### config.mk
export PLATFORM = sky130hd
export DESIGN_NAME = control_press_classifier
export DESIGN_NICKNAME = d
export VERILOG_FILES = /design/src/rtl/cpc_pkg.sv /design/src/rtl/cpc_enc_lane.sv /design/src/rtl/cpc_pot_lane.sv /design/src/rtl/cpc_merge.sv /design/src/rtl/control_press_classifier.sv
export SDC_FILE = /design/constraint.sdc
export NUM_CORES = 1
export LEC_CHECK = 0
export BUFFER_PORTS_ARGS = -buffer_cell sky130_fd_sc_hd__buf_2
export CORE_ASPECT_RATIO = 0.9
export CORE_MARGIN = 2
export CORE_UTILIZATION = 50
export DETAILED_ROUTE_END_ITERATION = 8
export PLACE_DENSITY = 0.67
export SETUP_SLACK_MARGIN = 0.5
export SYNTH_ARGS = -nofsm -noshare
export SYNTH_HDL_FRONTEND = slang
export SYNTH_SLANG_ARGS = --single-unit
### constraint.sdc
create_clock -name clk_i -period 6.7 [get_ports clk_i]
set_input_delay 0.67 -clock clk_i [delete_from_list [all_inputs] [get_ports clk_i]]
set_output_delay 0.67 -clock clk_i [all_outputs]
set_load 0.02 [all_outputs]
### src/rtl/cpc_pkg.sv
// Shared types, codes and the result slot table of the control press classifier.
// No dependencies.
`default_nettype none

package cpc_pkg;

  localparam int unsigned NUM_ENC = 2;
  localparam int unsigned NUM_POT = 3;
  localparam int unsigned NUM_BTN = 4;
  localparam int unsigned NUM_CTRL = NUM_ENC + NUM_POT + NUM_BTN;

  // item kinds
  localparam logic KIND_UPDATE = 1'b0;
  localparam logic KIND_POLL   = 1'b1;

  // configuration register indexes
  localparam logic REG_SHORT_PRESS = 1'b0;
  localparam logic REG_POT_BLOCK   = 1'b1;

  localparam logic [15:0] SHORT_PRESS_RESET = 16'd500;
  localparam logic [15:0] POT_BLOCK_RESET   = 16'd100;

  // event codes
  localparam logic [3:0] EV_ENC_TURN    = 4'd0;
  localparam logic [3:0] EV_POT_TURN    = 4'd1;
  localparam logic [3:0] EV_ENC_PUSH    = 4'd2;
  localparam logic [3:0] EV_ENC_SHORT   = 4'd3;
  localparam logic [3:0] EV_ENC_RELEASE = 4'd4;
  localparam logic [3:0] EV_POT_PUSH    = 4'd5;
  localparam logic [3:0] EV_POT_SHORT   = 4'd6;
  localparam logic [3:0] EV_POT_RELEASE = 4'd7;
  localparam logic [3:0] EV_BTN_PUSH    = 4'd8;
  localparam logic [3:0] EV_BTN_RELEASE = 4'd9;
  localparam logic [3:0] EV_POT_LONG    = 4'd10;
  localparam logic [3:0] EV_ENC_LONG    = 4'd11;

  // result slots of one item, in emission order
  localparam int unsigned NSLOT  = 28;
  localparam int unsigned SLOT_W = $clog2(NSLOT);

  // what one lane found for the item it was shown
  typedef struct packed {
    logic turn;
    logic push;
    logic shrt;
    logic rel;
    logic lng;
  } lane_ev_t;

  typedef struct packed {
    logic [3:0] code;
    logic [1:0] idx;
  } slot_info_t;

  function automatic slot_info_t slot_decode(input logic kind, input logic [SLOT_W-1:0] slot);
    slot_info_t s;
    s.code = EV_ENC_TURN;
    s.idx  = 2'd0;
    if (kind == KIND_POLL) begin
      case (slot)
        5'd0: begin s.code = EV_POT_LONG; s.idx = 2'd0; end
        5'd1: begin s.code = EV_POT_LONG; s.idx = 2'd1; end
        5'd2: begin s.code = EV_POT_LONG; s.idx = 2'd2; end
        5'd3: begin s.code = EV_ENC_LONG; s.idx = 2'd0; end
        5'd4: begin s.code = EV_ENC_LONG; s.idx = 2'd1; end
        default: begin s.code = EV_ENC_LONG; s.idx = 2'd0; end
      endcase
    end else begin
      case (slot)
        5'd0:  begin s.code = EV_ENC_TURN;    s.idx = 2'd0; end
        5'd1:  begin s.code = EV_ENC_TURN;    s.idx = 2'd1; end
        5'd2:  begin s.code = EV_POT_TURN;    s.idx = 2'd0; end
        5'd3:  begin s.code = EV_POT_TURN;    s.idx = 2'd1; end
        5'd4:  begin s.code = EV_POT_TURN;    s.idx = 2'd2; end
        5'd5:  begin s.code = EV_ENC_PUSH;    s.idx = 2'd0; end
        5'd6:  begin s.code = EV_ENC_PUSH;    s.idx = 2'd1; end
        5'd7:  begin s.code = EV_ENC_SHORT;   s.idx = 2'd0; end
        5'd8:  begin s.code = EV_ENC_RELEASE; s.idx = 2'd0; end
        5'd9:  begin s.code = EV_ENC_SHORT;   s.idx = 2'd1; end
        5'd10: begin s.code = EV_ENC_RELEASE; s.idx = 2'd1; end
        5'd11: begin s.code = EV_POT_PUSH;    s.idx = 2'd0; end
        5'd12: begin s.code = EV_POT_PUSH;    s.idx = 2'd1; end
        5'd13: begin s.code = EV_POT_PUSH;    s.idx = 2'd2; end
        5'd14: begin s.code = EV_POT_SHORT;   s.idx = 2'd0; end
        5'd15: begin s.code = EV_POT_RELEASE; s.idx = 2'd0; end
        5'd16: begin s.code = EV_POT_SHORT;   s.idx = 2'd1; end
        5'd17: begin s.code = EV_POT_RELEASE; s.idx = 2'd1; end
        5'd18: begin s.code = EV_POT_SHORT;   s.idx = 2'd2; end
        5'd19: begin s.code = EV_POT_RELEASE; s.idx = 2'd2; end
        5'd20: begin s.code = EV_BTN_PUSH;    s.idx = 2'd0; end
        5'd21: begin s.code = EV_BTN_PUSH;    s.idx = 2'd1; end
        5'd22: begin s.code = EV_BTN_PUSH;    s.idx = 2'd2; end
        5'd23: begin s.code = EV_BTN_PUSH;    s.idx = 2'd3; end
        5'd24: begin s.code = EV_BTN_RELEASE; s.idx = 2'd0; end
        5'd25: begin s.code = EV_BTN_RELEASE; s.idx = 2'd1; end
        5'd26: begin s.code = EV_BTN_RELEASE; s.idx = 2'd2; end
        5'd27: begin s.code = EV_BTN_RELEASE; s.idx = 2'd3; end
        default: begin s.code = EV_BTN_RELEASE; s.idx = 2'd3; end
      endcase
    end
    return s;
  endfunction

endpackage

`default_nettype wire

### src/rtl/cpc_enc_lane.sv
// One encoder lane: turn, push, short press, release and long press detection.
// Depends on cpc_pkg.
`default_nettype none

module cpc_enc_lane
  import cpc_pkg::*;
(
  input  wire logic        clk_i,
  input  wire logic        rst_ni,
  input  wire logic        accept_i,
  input  wire logic        kind_i,
  input  wire logic [31:0] now_ms_i,
  input  wire logic        rise_i,
  input  wire logic        fall_i,
  input  wire logic [7:0]  delta_i,
  input  wire logic [15:0] short_press_ms_i,
  output lane_ev_t         ev_o
);

  logic [31:0] down_time_q, down_time_d;
  logic        long_fired_q, long_fired_d;
  logic        held;
  logic [31:0] elapsed;
  logic        reached;
  logic        is_update;

  assign held      = (down_time_q != 32'd0);
  assign elapsed   = now_ms_i - down_time_q;
  assign reached   = (elapsed >= {16'd0, short_press_ms_i});
  assign is_update = (kind_i == KIND_UPDATE);

  always_comb begin
    ev_o.turn = is_update && (delta_i != 8'd0);
    ev_o.push = is_update && rise_i;
    ev_o.rel  = is_update && fall_i;
    ev_o.shrt = is_update && fall_i && held && !reached;
    ev_o.lng  = !is_update && held && !long_fired_q && reached;
  end

  always_comb begin
    down_time_d  = down_time_q;
    long_fired_d = long_fired_q;
    if (accept_i) begin
      if (!is_update) begin
        if (ev_o.lng) begin
          long_fired_d = 1'b1;
        end
      end else if (rise_i) begin
        down_time_d = now_ms_i;
      end else if (fall_i && held) begin
        if (reached) begin
          long_fired_d = 1'b0;
        end
        down_time_d = 32'd0;
      end
    end
  end

  always_ff @(posedge clk_i or negedge rst_ni) begin
    if (!rst_ni) begin
      down_time_q  <= 32'd0;
      long_fired_q <= 1'b0;
    end else begin
      down_time_q  <= down_time_d;
      long_fired_q <= long_fired_d;
    end
  end

endmodule

`default_nettype wire

### src/rtl/cpc_pot_lane.sv
// One pot lane: gated turn, push, short press, release, long press and block window.
// Depends on cpc_pkg.
`default_nettype none

module cpc_pot_lane
  import cpc_pkg::*;
(
  input  wire logic        clk_i,
  input  wire logic        rst_ni,
  input  wire logic        accept_i,
  input  wire logic        kind_i,
  input  wire logic [31:0] now_ms_i,
  input  wire logic        rise_i,
  input  wire logic        fall_i,
  input  wire logic        moved_i,
  input  wire logic [15:0] short_press_ms_i,
  input  wire logic [15:0] pot_block_ms_i,
  output lane_ev_t         ev_o
);

  logic [31:0] down_time_q, down_time_d;
  logic [31:0] block_until_q, block_until_d;
  logic        long_fired_q, long_fired_d;
  logic        held;
  logic [31:0] elapsed;
  logic        reached;
  logic        is_update;

  assign held      = (down_time_q != 32'd0);
  assign elapsed   = now_ms_i - down_time_q;
  assign reached   = (elapsed >= {16'd0, short_press_ms_i});
  assign is_update = (kind_i == KIND_UPDATE);

  always_comb begin
    // plain unsigned compare, a window that wraps blocks nothing
    ev_o.turn = is_update && moved_i && !held && (block_until_q <= now_ms_i);
    ev_o.push = is_update && rise_i;
    ev_o.rel  = is_update && fall_i;
    ev_o.shrt = is_update && fall_i && held && !reached;
    ev_o.lng  = !is_update && held && !long_fired_q && reached;
  end

  always_comb begin
    down_time_d   = down_time_q;
    block_until_d = block_until_q;
    long_fired_d  = long_fired_q;
    if (accept_i) begin
      if (!is_update) begin
        if (ev_o.lng) begin
          long_fired_d = 1'b1;
        end
      end else if (rise_i) begin
        down_time_d = now_ms_i;
      end else if (fall_i && held) begin
        if (reached) begin
          long_fired_d = 1'b0;
        end
        down_time_d   = 32'd0;
        block_until_d = now_ms_i + {16'd0, pot_block_ms_i};
      end
    end
  end

  always_ff @(posedge clk_i or negedge rst_ni) begin
    if (!rst_ni) begin
      down_time_q   <= 32'd0;
      block_until_q <= 32'd0;
      long_fired_q  <= 1'b0;
    end else begin
      down_time_q   <= down_time_d;
      block_until_q <= block_until_d;
      long_fired_q  <= long_fired_d;
    end
  end

endmodule

`default_nettype wire

### src/rtl/cpc_merge.sv
// Merging stage: gathers lane findings into an ordered slot mask and serializes one
// result per cycle unless out_ready_i stalls, via an output register. Depends on cpc_pkg.
`default_nettype none

module cpc_merge
  import cpc_pkg::*;
(
  input  wire logic               clk_i,
  input  wire logic               rst_ni,
  input  wire logic               accept_i,
  input  wire logic               kind_i,
  input  wire lane_ev_t           enc_ev_i [NUM_ENC],
  input  wire lane_ev_t           pot_ev_i [NUM_POT],
  input  wire logic [NUM_BTN-1:0] btn_rise_i,
  input  wire logic [NUM_BTN-1:0] btn_fall_i,
  input  wire logic [7:0]         enc1_delta_i,
  input  wire logic [7:0]         enc2_delta_i,
  input  wire logic [15:0]        pot1_value_i,
  input  wire logic [15:0]        pot2_value_i,
  input  wire logic [15:0]        pot3_value_i,
  output logic                    in_ready_o,
  output logic                    out_valid_o,
  input  wire logic               out_ready_i,
  output logic [3:0]              event_code_o,
  output logic [1:0]              control_index_o,
  output logic signed [16:0]      event_value_o,
  output logic                    last_o
);

  logic [NSLOT-1:0]   new_mask;
  logic [NSLOT-1:0]   mask_q, mask_d;
  logic [NSLOT-1:0]   mask_after;
  logic               kind_q;
  logic [7:0]         delta_q [NUM_ENC];
  logic [15:0]        potv_q  [NUM_POT];
  logic [SLOT_W-1:0]  sel;
  logic               out_free;
  logic               load_out;
  slot_info_t         info;
  logic signed [16:0] sel_value;

  logic               out_valid_q;
  logic [3:0]         code_q;
  logic [1:0]         idx_q;
  logic signed [16:0] value_q;
  logic               last_q;

  // ordered slot layout of one item
  always_comb begin
    new_mask = '0;
    if (kind_i == KIND_POLL) begin
      new_mask[0] = pot_ev_i[0].lng;
      new_mask[1] = pot_ev_i[1].lng;
      new_mask[2] = pot_ev_i[2].lng;
      new_mask[3] = enc_ev_i[0].lng;
      new_mask[4] = enc_ev_i[1].lng;
    end else begin
      new_mask[0]  = enc_ev_i[0].turn;
      new_mask[1]  = enc_ev_i[1].turn;
      new_mask[2]  = pot_ev_i[0].turn;
      new_mask[3]  = pot_ev_i[1].turn;
      new_mask[4]  = pot_ev_i[2].turn;
      new_mask[5]  = enc_ev_i[0].push;
      new_mask[6]  = enc_ev_i[1].push;
      new_mask[7]  = enc_ev_i[0].shrt;
      new_mask[8]  = enc_ev_i[0].rel;
      new_mask[9]  = enc_ev_i[1].shrt;
      new_mask[10] = enc_ev_i[1].rel;
      new_mask[11] = pot_ev_i[0].push;
      new_mask[12] = pot_ev_i[1].push;
      new_mask[13] = pot_ev_i[2].push;
      new_mask[14] = pot_ev_i[0].shrt;
      new_mask[15] = pot_ev_i[0].rel;
      new_mask[16] = pot_ev_i[1].shrt;
      new_mask[17] = pot_ev_i[1].rel;
      new_mask[18] = pot_ev_i[2].shrt;
      new_mask[19] = pot_ev_i[2].rel;
      new_mask[23:20] = btn_rise_i;
      new_mask[27:24] = btn_fall_i;
    end
  end

  // lowest pending slot goes first
  always_comb begin
    sel = '0;
    for (int i = NSLOT - 1; i >= 0; i--) begin
      if (mask_q[i]) begin
        sel = SLOT_W'(i);
      end
    end
  end

  assign info = slot_decode(kind_q, sel);

  always_comb begin
    sel_value = '0;
    case (info.code)
      EV_ENC_TURN: begin
        sel_value = {{9{delta_q[info.idx[0]][7]}}, delta_q[info.idx[0]]};
      end
      EV_POT_TURN: begin
        case (info.idx)
          2'd0:    sel_value = {1'b0, potv_q[0]};
          2'd1:    sel_value = {1'b0, potv_q[1]};
          default: sel_value = {1'b0, potv_q[2]};
        endcase
      end
      default: sel_value = '0;
    endcase
  end

  assign out_free   = !out_valid_q || out_ready_i;
  assign load_out   = out_free && (mask_q != '0);
  assign mask_after = mask_q & ~(NSLOT'(1) << sel);
  assign in_ready_o = (mask_q == '0) || (load_out && (mask_after == '0));

  always_comb begin
    mask_d = mask_q;
    if (load_out) begin
      mask_d = mask_after;
    end
    if (accept_i) begin
      mask_d = new_mask;
    end
  end

  always_ff @(posedge clk_i or negedge rst_ni) begin
    if (!rst_ni) begin
      mask_q      <= '0;
      out_valid_q <= 1'b0;
    end else begin
      mask_q <= mask_d;
      if (load_out) begin
        out_valid_q <= 1'b1;
      end else if (out_ready_i) begin
        out_valid_q <= 1'b0;
      end
    end
  end

  always_ff @(posedge clk_i) begin
    if (accept_i) begin
      kind_q     <= kind_i;
      delta_q[0] <= enc1_delta_i;
      delta_q[1] <= enc2_delta_i;
      potv_q[0]  <= pot1_value_i;
      potv_q[1]  <= pot2_value_i;
      potv_q[2]  <= pot3_value_i;
    end
    if (load_out) begin
      code_q  <= info.code;
      idx_q   <= info.idx;
      value_q <= sel_value;
      last_q  <= (mask_after == '0);
    end
  end

  assign out_valid_o     = out_valid_q;
  assign event_code_o    = code_q;
  assign control_index_o = idx_q;
  assign event_value_o   = value_q;
  assign last_o          = last_q;

  // a poll item only ever fills the long press slots
  a_poll_layout: assert property (@(posedge clk_i) disable iff (!rst_ni)
    (mask_q != '0 && kind_q == KIND_POLL) |-> (mask_q[NSLOT-1:5] == '0))
    else $error("poll item holds update slots");

  // a result that is not the last leaves events of its item pending
  a_pending_after_nonlast: assert property (@(posedge clk_i) disable iff (!rst_ni)
    (out_valid_q && !last_q) |-> (mask_q != '0))
    else $error("non-last result with nothing pending");

  // each serializer step retires exactly one slot
  a_one_per_step: assert property (@(posedge clk_i) disable iff (!rst_ni)
    (load_out && !accept_i) |=> ($countones(mask_q) == $countones($past(mask_q)) - 1))
    else $error("serializer retired other than one slot");

endmodule

`default_nettype wire

### src/rtl/control_press_classifier.sv
// Control press classifier top level: config registers, encoder and pot lanes, merge.
// Depends on cpc_pkg, cpc_enc_lane, cpc_pot_lane and cpc_merge.
//
// Each encoder and pot has a lane of its own that keeps its push time, long
// press flag and (for pots) turn blocking window, and all lanes judge an item
// in the cycle it is accepted; button edges need no state. The merging stage
// sorts what the lanes found into the fixed event order and hands out one
// result per cycle, while out_ready_i does not stall it, through an output
// register. An update item causes at most 16 results and a poll item 5, and
// the next item is taken in the cycle its predecessor's last result is
// loaded; an item that causes no result leaves the stage ready again. Times
// differ modulo 2^32; a push at time zero reads as not held.
`default_nettype none

module control_press_classifier
  import cpc_pkg::*;
(
  input  wire logic               clk_i,
  input  wire logic               rst_ni,
  input  wire logic               cfg_we_i,
  input  wire logic               cfg_idx_i,
  input  wire logic [15:0]        cfg_wdata_i,
  input  wire logic               in_valid_i,
  output logic                    in_ready_o,
  input  wire logic               kind_i,
  input  wire logic [31:0]        now_ms_i,
  input  wire logic [8:0]         pressed_now_i,
  input  wire logic [8:0]         pressed_before_i,
  input  wire logic [2:0]         pot_moved_i,
  input  wire logic signed [7:0]  enc1_delta_i,
  input  wire logic signed [7:0]  enc2_delta_i,
  input  wire logic [15:0]        pot1_value_i,
  input  wire logic [15:0]        pot2_value_i,
  input  wire logic [15:0]        pot3_value_i,
  output logic                    out_valid_o,
  input  wire logic               out_ready_i,
  output logic [3:0]              event_code_o,
  output logic [1:0]              control_index_o,
  output logic signed [16:0]      event_value_o,
  output logic                    last_o
);

  logic [15:0]         short_press_q;
  logic [15:0]         pot_block_q;
  logic                accept;
  logic [NUM_CTRL-1:0] rise;
  logic [NUM_CTRL-1:0] fall;
  logic [7:0]          enc_delta [NUM_ENC];
  lane_ev_t            enc_ev [NUM_ENC];
  lane_ev_t            pot_ev [NUM_POT];

  always_ff @(posedge clk_i or negedge rst_ni) begin
    if (!rst_ni) begin
      short_press_q <= SHORT_PRESS_RESET;
      pot_block_q   <= POT_BLOCK_RESET;
    end else if (cfg_we_i) begin
      case (cfg_idx_i)
        REG_SHORT_PRESS: short_press_q <= cfg_wdata_i;
        REG_POT_BLOCK:   pot_block_q   <= cfg_wdata_i;
        default:         ;
      endcase
    end
  end

  assign accept       = in_valid_i && in_ready_o;
  assign rise         = pressed_now_i & ~pressed_before_i;
  assign fall         = pressed_before_i & ~pressed_now_i;
  assign enc_delta[0] = enc1_delta_i;
  assign enc_delta[1] = enc2_delta_i;

  for (genvar g = 0; g < NUM_ENC; g++) begin : g_enc
    cpc_enc_lane u_enc (
      .clk_i            (clk_i),
      .rst_ni           (rst_ni),
      .accept_i         (accept),
      .kind_i           (kind_i),
      .now_ms_i         (now_ms_i),
      .rise_i           (rise[g]),
      .fall_i           (fall[g]),
      .delta_i          (enc_delta[g]),
      .short_press_ms_i (short_press_q),
      .ev_o             (enc_ev[g])
    );
  end

  for (genvar g = 0; g < NUM_POT; g++) begin : g_pot
    cpc_pot_lane u_pot (
      .clk_i            (clk_i),
      .rst_ni           (rst_ni),
      .accept_i         (accept),
      .kind_i           (kind_i),
      .now_ms_i         (now_ms_i),
      .rise_i           (rise[NUM_ENC + g]),
      .fall_i           (fall[NUM_ENC + g]),
      .moved_i          (pot_moved_i[g]),
      .short_press_ms_i (short_press_q),
      .pot_block_ms_i   (pot_block_q),
      .ev_o             (pot_ev[g])
    );
  end

  cpc_merge u_merge (
    .clk_i           (clk_i),
    .rst_ni          (rst_ni),
    .accept_i        (accept),
    .kind_i          (kind_i),
    .enc_ev_i        (enc_ev),
    .pot_ev_i        (pot_ev),
    .btn_rise_i      (rise[NUM_CTRL-1:NUM_ENC+NUM_POT]),
    .btn_fall_i      (fall[NUM_CTRL-1:NUM_ENC+NUM_POT]),
    .enc1_delta_i    (enc1_delta_i),
    .enc2_delta_i    (enc2_delta_i),
    .pot1_value_i    (pot1_value_i),
    .pot2_value_i    (pot2_value_i),
    .pot3_value_i    (pot3_value_i),
    .in_ready_o      (in_ready_o),
    .out_valid_o     (out_valid_o),
    .out_ready_i     (out_ready_i),
    .event_code_o    (event_code_o),
    .control_index_o (control_index_o),
    .event_value_o   (event_value_o),
    .last_o          (last_o)
  );

endmodule

`default_nettype wire
; After elaboration in Yosys (flattened, before gate mapping)
; Memory sizes are Yosys's and may differ from the RTL's.
; Cells that the tools add are included.
[classes]
n_eq_ne = 15
muxes = 75
bitwise_logic = 11
addsub = 6
reduce_logical = 115
shifts = 1
order_cmp = 8
[op_table]
columns = operator, count
row1 = two-way mux 32 bit, 10
row2 = greater-or-equal comparator 32 x 16 -> 1 bit, 5
row3 = nonzero test 32 bit, 5
row4 = subtractor 32 bit, 5
row5 = two-way mux 5 bit, 29
row6 = less-or-equal comparator 32 bit, 3
row7 = logical NOT 28 bit, 2
row8 = two-way mux 28 bit, 2
row9 = logical AND 1 bit, 54
row10 = one-hot mux 17 bit (2 select lines), 1
row11 = nonzero test 2 bit, 17
row12 = adder 32 x 16 -> 32 bit, 1
row13 = one-hot mux 16 bit (2 select lines), 1
row14 = two-way mux 1 bit, 29
row15 = AND 28 bit, 1
row16 = inverter 28 bit, 1
row17 = nonzero test 28 bit, 1
row18 = left shift 1 x 5 -> 28 bit (first input constant), 1
row19 = AND reduction 5 bit, 5
row20 = two-way mux 23 bit, 1
row21 = AND 9 bit, 2
row22 = inverter 9 bit, 2
row23 = nonzero test 8 bit, 2
row24 = AND reduction 3 bit, 5
row25 = other kinds (17), 46
[word_totals]
romBits = 192
elab_cells = 256
ramBits = 64
n_memories = 3
out_inout_bits = 26
reg_bits = 347
[mem_list]
columns = memory, depth, word_bits, read_ports, rd_ports_with_merged_regs, write_ports, line_no
row1 = (no name shown), 32, 6, 1, 0, 0, cpc_pkg.sv:69  ; case (slot)
row2 = u_merge.potv_q, 3, 16, 3, 0, 3, cpc_merge.sv:35  ; logic [15:0] potv_q [NUM_POT];
row3 = u_merge.delta_q, 2, 8, 1, 0, 2, cpc_merge.sv:34  ; logic [7:0] delta_q [NUM_ENC];

; Logic depth before layout (Yosys ltp)
; Gate-level depths: netlist of the first run.
[depth]
depth_word = 37
mapped_depth = 24

; Hierarchy
; From an unflattened synthesis of the first run, not the netlist that was laid out.
[unflattened]
cells_unflattened = 3934
area_unflattened_um2 = 34599.4
[by_module_without_submodules]
columns = module, cells_per_inst, instances, area_per_inst_um2
row1 = cpc_pot_lane (g_pot[0].u_pot ...), 803, 2, 6628.9
row2 = cpc_pot_lane (g_pot[2].u_pot), 776, 1, 6480.0
row3 = cpc_merge, 475, 1, 5582.9
row4 = cpc_enc_lane (g_enc[1].u_enc), 528, 1, 4125.2
row5 = cpc_enc_lane (g_enc[0].u_enc), 460, 1, 3698.5
row6 = control_press_classifier, 89, 1, 1455.1

; Worst setup path after synthesis of the first run
; Ideal clock, no wire load.
[synth_path]
path_kind = input -> register
from = in now_ms_i[0]
to = reg u_merge.mask_q[0]
slack_ps = 1492
t_required_ps = 6576
arrival_ps = 5084
stages = 23
n_path_buf = 0
path_cell_list = inv_1 ha_1 inv_1 fa_1 a21oi_1 o22ai_1 or2_2 a31oi_1 o21bai_1 a21oi_1 xnor2_1 ha_1 a21o_1 a21o_1 a2111o_1 nor4_1 o2111ai_1 a2111oi_0 o2111ai_1 nor4_1 nand4_1 nor4b_1 a211o_1
[synth_via]
elab_chain_len = 5
[synth_rtl]
columns = element, line_no
row1 = start: declaration, control_press_classifier.sv:26  ; input wire logic [31:0] now_ms_i,
row2 = subtractor 32 bit, cpc_pot_lane.sv:30  ; assign elapsed = now_ms_i - down_time_q;
row3 = greater-or-equal comparator 32 x 16 -> 1 bit, cpc_pot_lane.sv:31  ; assign reached = (elapsed >= {16'd0, short_press_ms_i});
row4 = logical AND 1 bit, cpc_pot_lane.sv:40  ; ev_o.lng = !is_update && held && !long_fired_q && reached;
row5 = two-way mux 5 bit, cpc_merge.sv:51  ; if (kind_i == KIND_POLL) begin
row6 = two-way mux 28 bit, cpc_merge.sv:122  ; if (accept_i) begin
row7 = end signal: assignment, cpc_merge.sv:132  ; mask_q <= mask_d;
row8 = end: declaration, cpc_merge.sv:31  ; logic [NSLOT-1:0] mask_q, mask_d;
; Every way passes these cells.
; A chain may end at the register's enable or synchronous reset.

; Final worst setup path of the first run
[layout_path]
from = reg g_pot[0].u_pot.down_time_q[0]
to = reg u_merge.mask_q[0]
[layout_via]
elab_chain_len = 6
elab_cells_between_ends = 8
[layout_rtl]
columns = element, line_no
row1 = start: declaration, cpc_pot_lane.sv:21  ; logic [31:0] down_time_q, down_time_d;
row2 = start signal: assignment, cpc_pot_lane.sv:70  ; down_time_q <= down_time_d;
row3 = branches (longest 3 deep; another with subtractor 32 bit), n/a
row4 = logical AND 1 bit *, cpc_pot_lane.sv:40
row5 = two-way mux 5 bit *, cpc_merge.sv:51
row6 = two-way mux 28 bit *, cpc_merge.sv:122
; Mark *: on every way between the ends.

==> results.sh, run 1 <==
export IMPL_critPathArrivalTime_ns=6.38
export IMPL_ios=166
export IMPL_critPathKind="reg2reg"
export IMPL_drc_errors=0
export IMPL_crit_family="compound AO/OA/AOI/OAI gates"
export IMPL_reg2regPathDepth=22
export IMPL_grt_max_degree=104
export IMPL_ys_warn_count=0
export IMPL_synth_top_flop_cell="dfrtp_1"
export IMPL_multi_input_area_um2=18500
export IMPL_dieArea_um2=63400
export IMPL_cp_startpoint="g_pot[0].u_pot.down_time_q[0]"
export IMPL_insertion_delay_ns=0.63
export IMPL_area_growth_pct=11.4
export IMPL_final_nets=4158
export IMPL_dr_pass1_iters=8
export IMPL_holdBufCountCts=0
export IMPL_clock_sinks=411
export IMPL_h_tree_depth=2
export IMPL_vias=27300
export IMPL_drive_gt1_share_pct=10.5
export IMPL_grt_pass1_vias=25400
export IMPL_r2r_slack_ns=0.83
export IMPL_layout_commonest_cell="nand2_1"
export IMPL_regArea_um2=10700
export IMPL_grt_pass1_wl_um=150000
export IMPL_rsz0062_at_grt="false"
export IMPL_cts_made_buffers=48
export IMPL_rr_endpoint="u_merge.mask_q[0]"
export IMPL_die_x_um=265
export IMPL_wl_um=97400
export IMPL_wl_per_cell_um=21.7
export IMPL_worst_pin_slew_ns=1.24
export IMPL_finClkSkew_ns=0.0302
export IMPL_p_leak_nw=15.8
export IMPL_nFillCells=5586
export IMPL_outcome="finished clean"
export IMPL_hold_ws_ns=0.0622
export IMPL_hold_violations=0
export IMPL_post_cts_buffers=0
export IMPL_cp_data_required_time_ns=7.21
export IMPL_die_y_um=239
export IMPL_synth_area_um2=30700
export IMPL_synth_area_leaders="dfrtp_1, ha_1, edfxtp_1"
export IMPL_max_cap_violations=0
export IMPL_crit_fanout=4
export IMPL_drv_slew=0
export IMPL_synth_largest_area_cell="dfrtp_1"
export IMPL_holdCritPathClass="in2async"
export IMPL_clk_pin_slew_ns=0.06
export IMPL_antenna_found_initial=2
export IMPL_maxSlewHeadroom_pct=16.7
export IMPL_final_cell_mix="nand2_1, ha_1, dfrtp_1"
export IMPL_dp_hpwl_um=71300
export IMPL_cts_tree="built"
export IMPL_powerDensity_nw_per_um2=514
export IMPL_setup_viol=0
export IMPL_grt_overflow_total=0
export IMPL_place_gp_congestion=0.982
export IMPL_ys_types=94
export IMPL_start_util_pct=50.3
export IMPL_synth_seq_area_share_pct=35.0
export IMPL_synth_edff_count=89
export IMPL_r2r_start="g_pot[0].u_pot.down_time_q[0]"
export IMPL_synth_top_area_share_pct=25.5
export IMPL_cp_slowest_cell="nor4_1"
export IMPL_path_cells="ha_1 > inv_1 > fa_1 > a21oi_1 > o22ai_1 > or2_2 > a31oi_1 > o21bai_1 > a21oi_1 > xnor2_1 > ha_1 > a21o_1 > a21o_1 > a2111o_1 > nor4_1 > o2111ai_1 > a2111oi_0 > o2111ai_1 > nor4_1 > nand4_1 > nor4b_1 > a211o_1"
export IMPL_crit_buf_inv=1
export IMPL_setup_tns_ns=0
export IMPL_post_cts_resize_count=0
export IMPL_fmax_ghz=0.170
export IMPL_period_minus_slack_ns=5.87
export IMPL_syn_inst=3505
export IMPL_port_buffers=165
export IMPL_via_per_inst=6.08
export IMPL_async_reset_ff_share_pct=78.3
export IMPL_slowest_delay_ns=0.44
export IMPL_grt_util_all_layers_pct=30.4
export IMPL_start_kind="flop"
export IMPL_synth_seq_cells=411
export IMPL_ant_nets=0
export IMPL_ir_drop_mv=0.323
export IMPL_cts_root_buf="clkbuf_16"
export IMPL_clockBufferDepth=3
export IMPL_synth_nets=4003
export IMPL_avgSynthCellArea_um2=8.76
export IMPL_final_util_pct=56.1
export IMPL_rows=86
export IMPL_crit_path_end_kind="flop"
export IMPL_core_area_um2=61000
export IMPL_drt_initial_drc_count=2765
export IMPL_post_route_period_util_pct=87.6
## cells in the mapped netlist (all sizes together) (29+ instances only)
cell    count
nand2     450
ha        352
dfrtp     313
o21ai     287
inv       281
a21oi     183
nand3     164
nor2      158
edfxtp     89
a21o       87
xnor2      82
clkbuf     80
nor4       70
nor3       67
a22o       65
nand2b     64
nand4      57
nor2b      51
o21a       45
a211oi     38
xor2       31
buf        29
## power breakdown
part | switching [mW] | total, mW | internal [mW]
Combinational | 6.34 | 10.5 | 4.12
Sequential | 0.767 | 4.30 | 3.54
Clock | 1.16 | 2.81 | 1.65
## worst max path at each step
| stage | end | slack (ns) | cells after the start |
|---|---|---|---|
| after floorplan | u_merge.mask_q[0] | 1.49 | 23 |
| after global placement | u_merge.mask_q[0] | 0.59 | 24 |
| after detailed placement | u_merge.mask_q[0] | 0.50 | 24 |
| after CTS | u_merge.mask_q[0] | 0.98 | 22 |
| after global routing | u_merge.mask_q[0] | 0.50 | 22 |
| final | u_merge.mask_q[0] | 0.83 | 22 |
## layout make-up
cell class | instances | share of cell area [%]
multi-input combinational | 2703 | 54.1
clock buffer | 68 | 4.15
clock inverter | 20 | 0.794
tap | 792 | 2.90
inverter | 282 | 3.10
timing repair buffer | 214 | 3.52
antenna | 2 | 0.0146
sequential | 411 | 31.4
## cell families after synthesis
kind of cell / synth area share [%]
DFF: 35.0
muxes: 1.65
buffers and inverters: 4.91
xor gates and xnor gates: 3.22
AOI/OAI and AO/OA: 21.3
and+or+nand+nor: 19.2
adders and majority gates: 14.7
## metal layers
layer  vias up  share of wire [%]  track usage (%)
li1      13200                  -                -
met1     13000                 47             44.3
met2      1046                 43             46.2
met3       158                7.5             4.84
met4         2                2.9             9.35
met5         -              0.011                0
## through the flow
step	cells	setup WS [ns]	power (mW)	area [um2]
after floorplan	3505	1.49	11.7	30700
after global placement	4402	0.587	14.5	32500
after detailed placement	4402	0.500	14.5	32500
after CTS	4490	0.981	17.4	34200
after global routing	4491	0.505	19.0	34200
final	4492	0.834	17.6	34200
## state kept, by name, indices dropped and copies added (netlist names), 2 cells and up
name and flops:
u_merge.delta_q 16, u_merge.event_value_o 17, u_merge.event_code_o 4, g_pot.u_pot.block_until_q 96, g_enc.u_enc.down_time_q 64, u_merge.mask_q 28
g_enc.u_enc.long_fired_q 2, u_merge.control_index_o 2, short_press_q 16, pot_block_q 16, g_pot.u_pot.long_fired_q 3, g_pot.u_pot.down_time_q 96
u_merge.potv_q 48
## worst register-to-register path, cell delays in order, from the launching register on
cell,delay (ns)
dfrtp_1,0.39
ha_1,0.18
inv_1,0.05
fa_1,0.39
a21oi_1,0.22
o22ai_1,0.19
or2_2,0.32
a31oi_1,0.27
o21bai_1,0.09
a21oi_1,0.18
xnor2_1,0.09
ha_1,0.19
a21o_1,0.18
a21o_1,0.18
a2111o_1,0.40
nor4_1,0.26
o2111ai_1,0.19
a2111oi_0,0.43
o2111ai_1,0.19
nor4_1,0.44
nand4_1,0.38
nor4b_1,0.27
a211o_1,0.29
(Power assumes the default switching activity.)
==> run 2, diff against run 1 <==
--- a/config.mk
+++ b/config.mk
@@ -7,7 +7,7 @@
 export LEC_CHECK = 0
 export BUFFER_PORTS_ARGS = -buffer_cell sky130_fd_sc_hd__buf_2
 export CORE_ASPECT_RATIO = 0.9
-export CORE_MARGIN = 2
+export CORE_MARGIN = 8
 export CORE_UTILIZATION = 50
 export DETAILED_ROUTE_END_ITERATION = 8
 export PLACE_DENSITY = 0.67
==> run 2 against run 1 <==
Core utilization increased by 0.16 points. Fmax increased by 3.4%. Sequential share of layout area decreased by 0.087 points. First-iteration DRC count is 6.2% lower. Sequential cell count did not move. Sequential power about the same. Hold slack improved by 0.029 ns. Largest power group unchanged.
==> results.sh, run 2 (synthesis gave the netlist of run 1 again) <==
export IMPL_outcome="finished clean"
export IMPL_setup_tns_ns=0
export IMPL_cts_made_buffers=47
export IMPL_via_per_inst=6.14
export IMPL_layout_setup_ws_ns=1.03
export IMPL_holdCritPathClass="in2async"
export IMPL_ir_drop_mv=0.299
export IMPL_layout_commonest_cell="nand2_1"
export IMPL_die_x_um=277
export IMPL_final_cell_mix="nand2_1, ha_1, dfrtp_1"
export IMPL_dieArea_um2=69600
export IMPL_reg2regPathDepth=22
export IMPL_drive_gt1_share_pct=10.6
export IMPL_grt_util_all_layers_pct=27.3
export IMPL_cts_tree="built"
export IMPL_clockBufferDepth=3
export IMPL_critPathArrivalTime_ns=6.15
export IMPL_drv_slew=0
export IMPL_multi_input_area_um2=18500
export IMPL_wl_um=98000
export IMPL_dr_pass1_iters=6
export IMPL_period_minus_slack_ns=5.67
export IMPL_holdBufCountCts=0
export IMPL_grt_overflow_total=0
export IMPL_start_util_pct=50.3
export IMPL_clock_sinks=411
export IMPL_h_tree_depth=2
export IMPL_place_gp_congestion=0.962
export IMPL_maxSlewHeadroom_pct=9.22
export IMPL_crit_path_end_kind="flop"
export IMPL_grt_pass1_wl_um=153000
export IMPL_area_growth_pct=11.7
export IMPL_crit_fanout=9
export IMPL_regArea_um2=10700
export IMPL_p_leak_nw=15.8
export IMPL_pre_cts_ws_ns=0.462
export IMPL_insertion_delay_ns=0.60
export IMPL_antenna_found_initial=2
export IMPL_post_cts_buffers=0
export IMPL_grt_max_degree=102
export IMPL_powerDensity_nw_per_um2=516
export IMPL_ios=166
export IMPL_critPathKind="in2reg"
export IMPL_finClkSkew_ns=0.0168
export IMPL_clk_pin_slew_ns=0.06
export IMPL_rows=86
export IMPL_grt_pass1_vias=26000
export IMPL_largestRegisters="g_pot.u_pot.block_until_q x96, g_pot.u_pot.down_time_q x96, g_enc.u_enc.down_time_q x64"
export IMPL_ant_nets=0
export IMPL_rsz0062_at_grt="false"
export IMPL_core_area_um2=61000
export IMPL_post_cts_resize_count=0
export IMPL_dp_hpwl_um=72500
export IMPL_cp_data_required_time_ns=7.17
export IMPL_drc_errors=0
export IMPL_nFillCells=5639
export IMPL_setup_viol=0
export IMPL_final_nets=4159
export IMPL_wl_per_cell_um=21.8
export IMPL_port_buffers=165
export IMPL_fmax_ghz=0.176
export IMPL_worst_pin_slew_ns=1.35
export IMPL_drt_initial_drc_count=2594
export IMPL_die_y_um=251
export IMPL_hold_violations=0
export IMPL_post_route_period_util_pct=84.7
export IMPL_vias=27600
export IMPL_start_kind="primary input"
export IMPL_max_cap_violations=0
export IMPL_cts_root_buf="clkbuf_16"
-- run 2: layout make-up --
| type | instances | area share [%] |
|---|---|---|
| diodes | 1 | 0.00730 |
| clock buffers | 60 | 3.78 |
| clock inverters | 28 | 1.34 |
| inverters | 282 | 3.09 |
| multi-input cells | 2703 | 54.0 |
| flip-flops and latches | 411 | 31.3 |
| well taps | 792 | 2.89 |
| repair buffers | 216 | 3.59 |
-- run 2: power breakdown --
part / leakage [nW] / switching (mW) / internal, mW / total [mW]
clock: 0.847 / 1.16 / 1.77 / 2.93
sequential: 5.05 / 0.754 / 3.54 / 4.29
combinational: 9.95 / 6.36 / 4.12 / 10.5
total: 15.8 / 8.28 / 9.43 / 17.7
-- run 2: worst max-delay path, cell delays in order --
cell and delay [ns]:
buf_2 0.25, buf_4 0.26, ha_1 0.25, nor2b_1 0.14, o31a_1 0.27, o31a_1 0.31
o41ai_2 0.59, o21ai_0 0.19, o21ai_0 0.13, xnor2_1 0.12, ha_1 0.21, a2111oi_0 0.42
o221ai_1 0.20, a211o_1 0.25, nor4_1 0.35, o2111ai_1 0.18, or4_1 0.48, a2111oi_2 0.36
buf_4 0.22, a211oi_1 0.07, a211o_1 0.24
-- run 2: metrics by stage --
step                      instances  hold WS, ns  cell area [um2]  power (mW)  utilization, %
after detailed placement       4404        0.461            32500        14.5            53.3
after CTS                      4492       0.0924            34300        17.6            56.2
after floorplan                3505        0.374            30700        11.7               -
final                          4493       0.0912            34300        17.7            56.2
after global routing           4493        0.124            34300        19.1            56.2
after global placement         4404        0.455            32500        14.5            53.3
-- run 2: final timing paths --
| path | end | slack (ns) | from |
|---|---|---|---|
| setup / recovery | u_merge.mask_q[3] | 1.03 | now_ms_i[1] |
| hold / removal | g_pot[0].u_pot.block_until_q[24] | 0.09 | rst_ni |
| setup reg to reg | u_merge.mask_q[0] | 1.04 | g_pot[0].u_pot.down_time_q[0] |
| hold reg to reg | g_pot[1].u_pot.block_until_q[12] | 0.47 | g_pot[1].u_pot.block_until_q[12] |
| max in group asynchronous | g_pot[2].u_pot.down_time_q[4] | 5.17 | rst_ni |
| min in group clk_i | u_merge.potv_q[0][31] | 0.25 | pot2_value_i[15] |
-- run 2: per-layer routing --
metal | GRT usage, % | wire length, um | up-vias
li1 | - | - | 13100
met1 | 39.9 | 46100 | 13200
met5 | 0 | 13 | -
met4 | 8.38 | 3140 | 2
met2 | 41.2 | 41500 | 1080
met3 | 4.65 | 7310 | 167
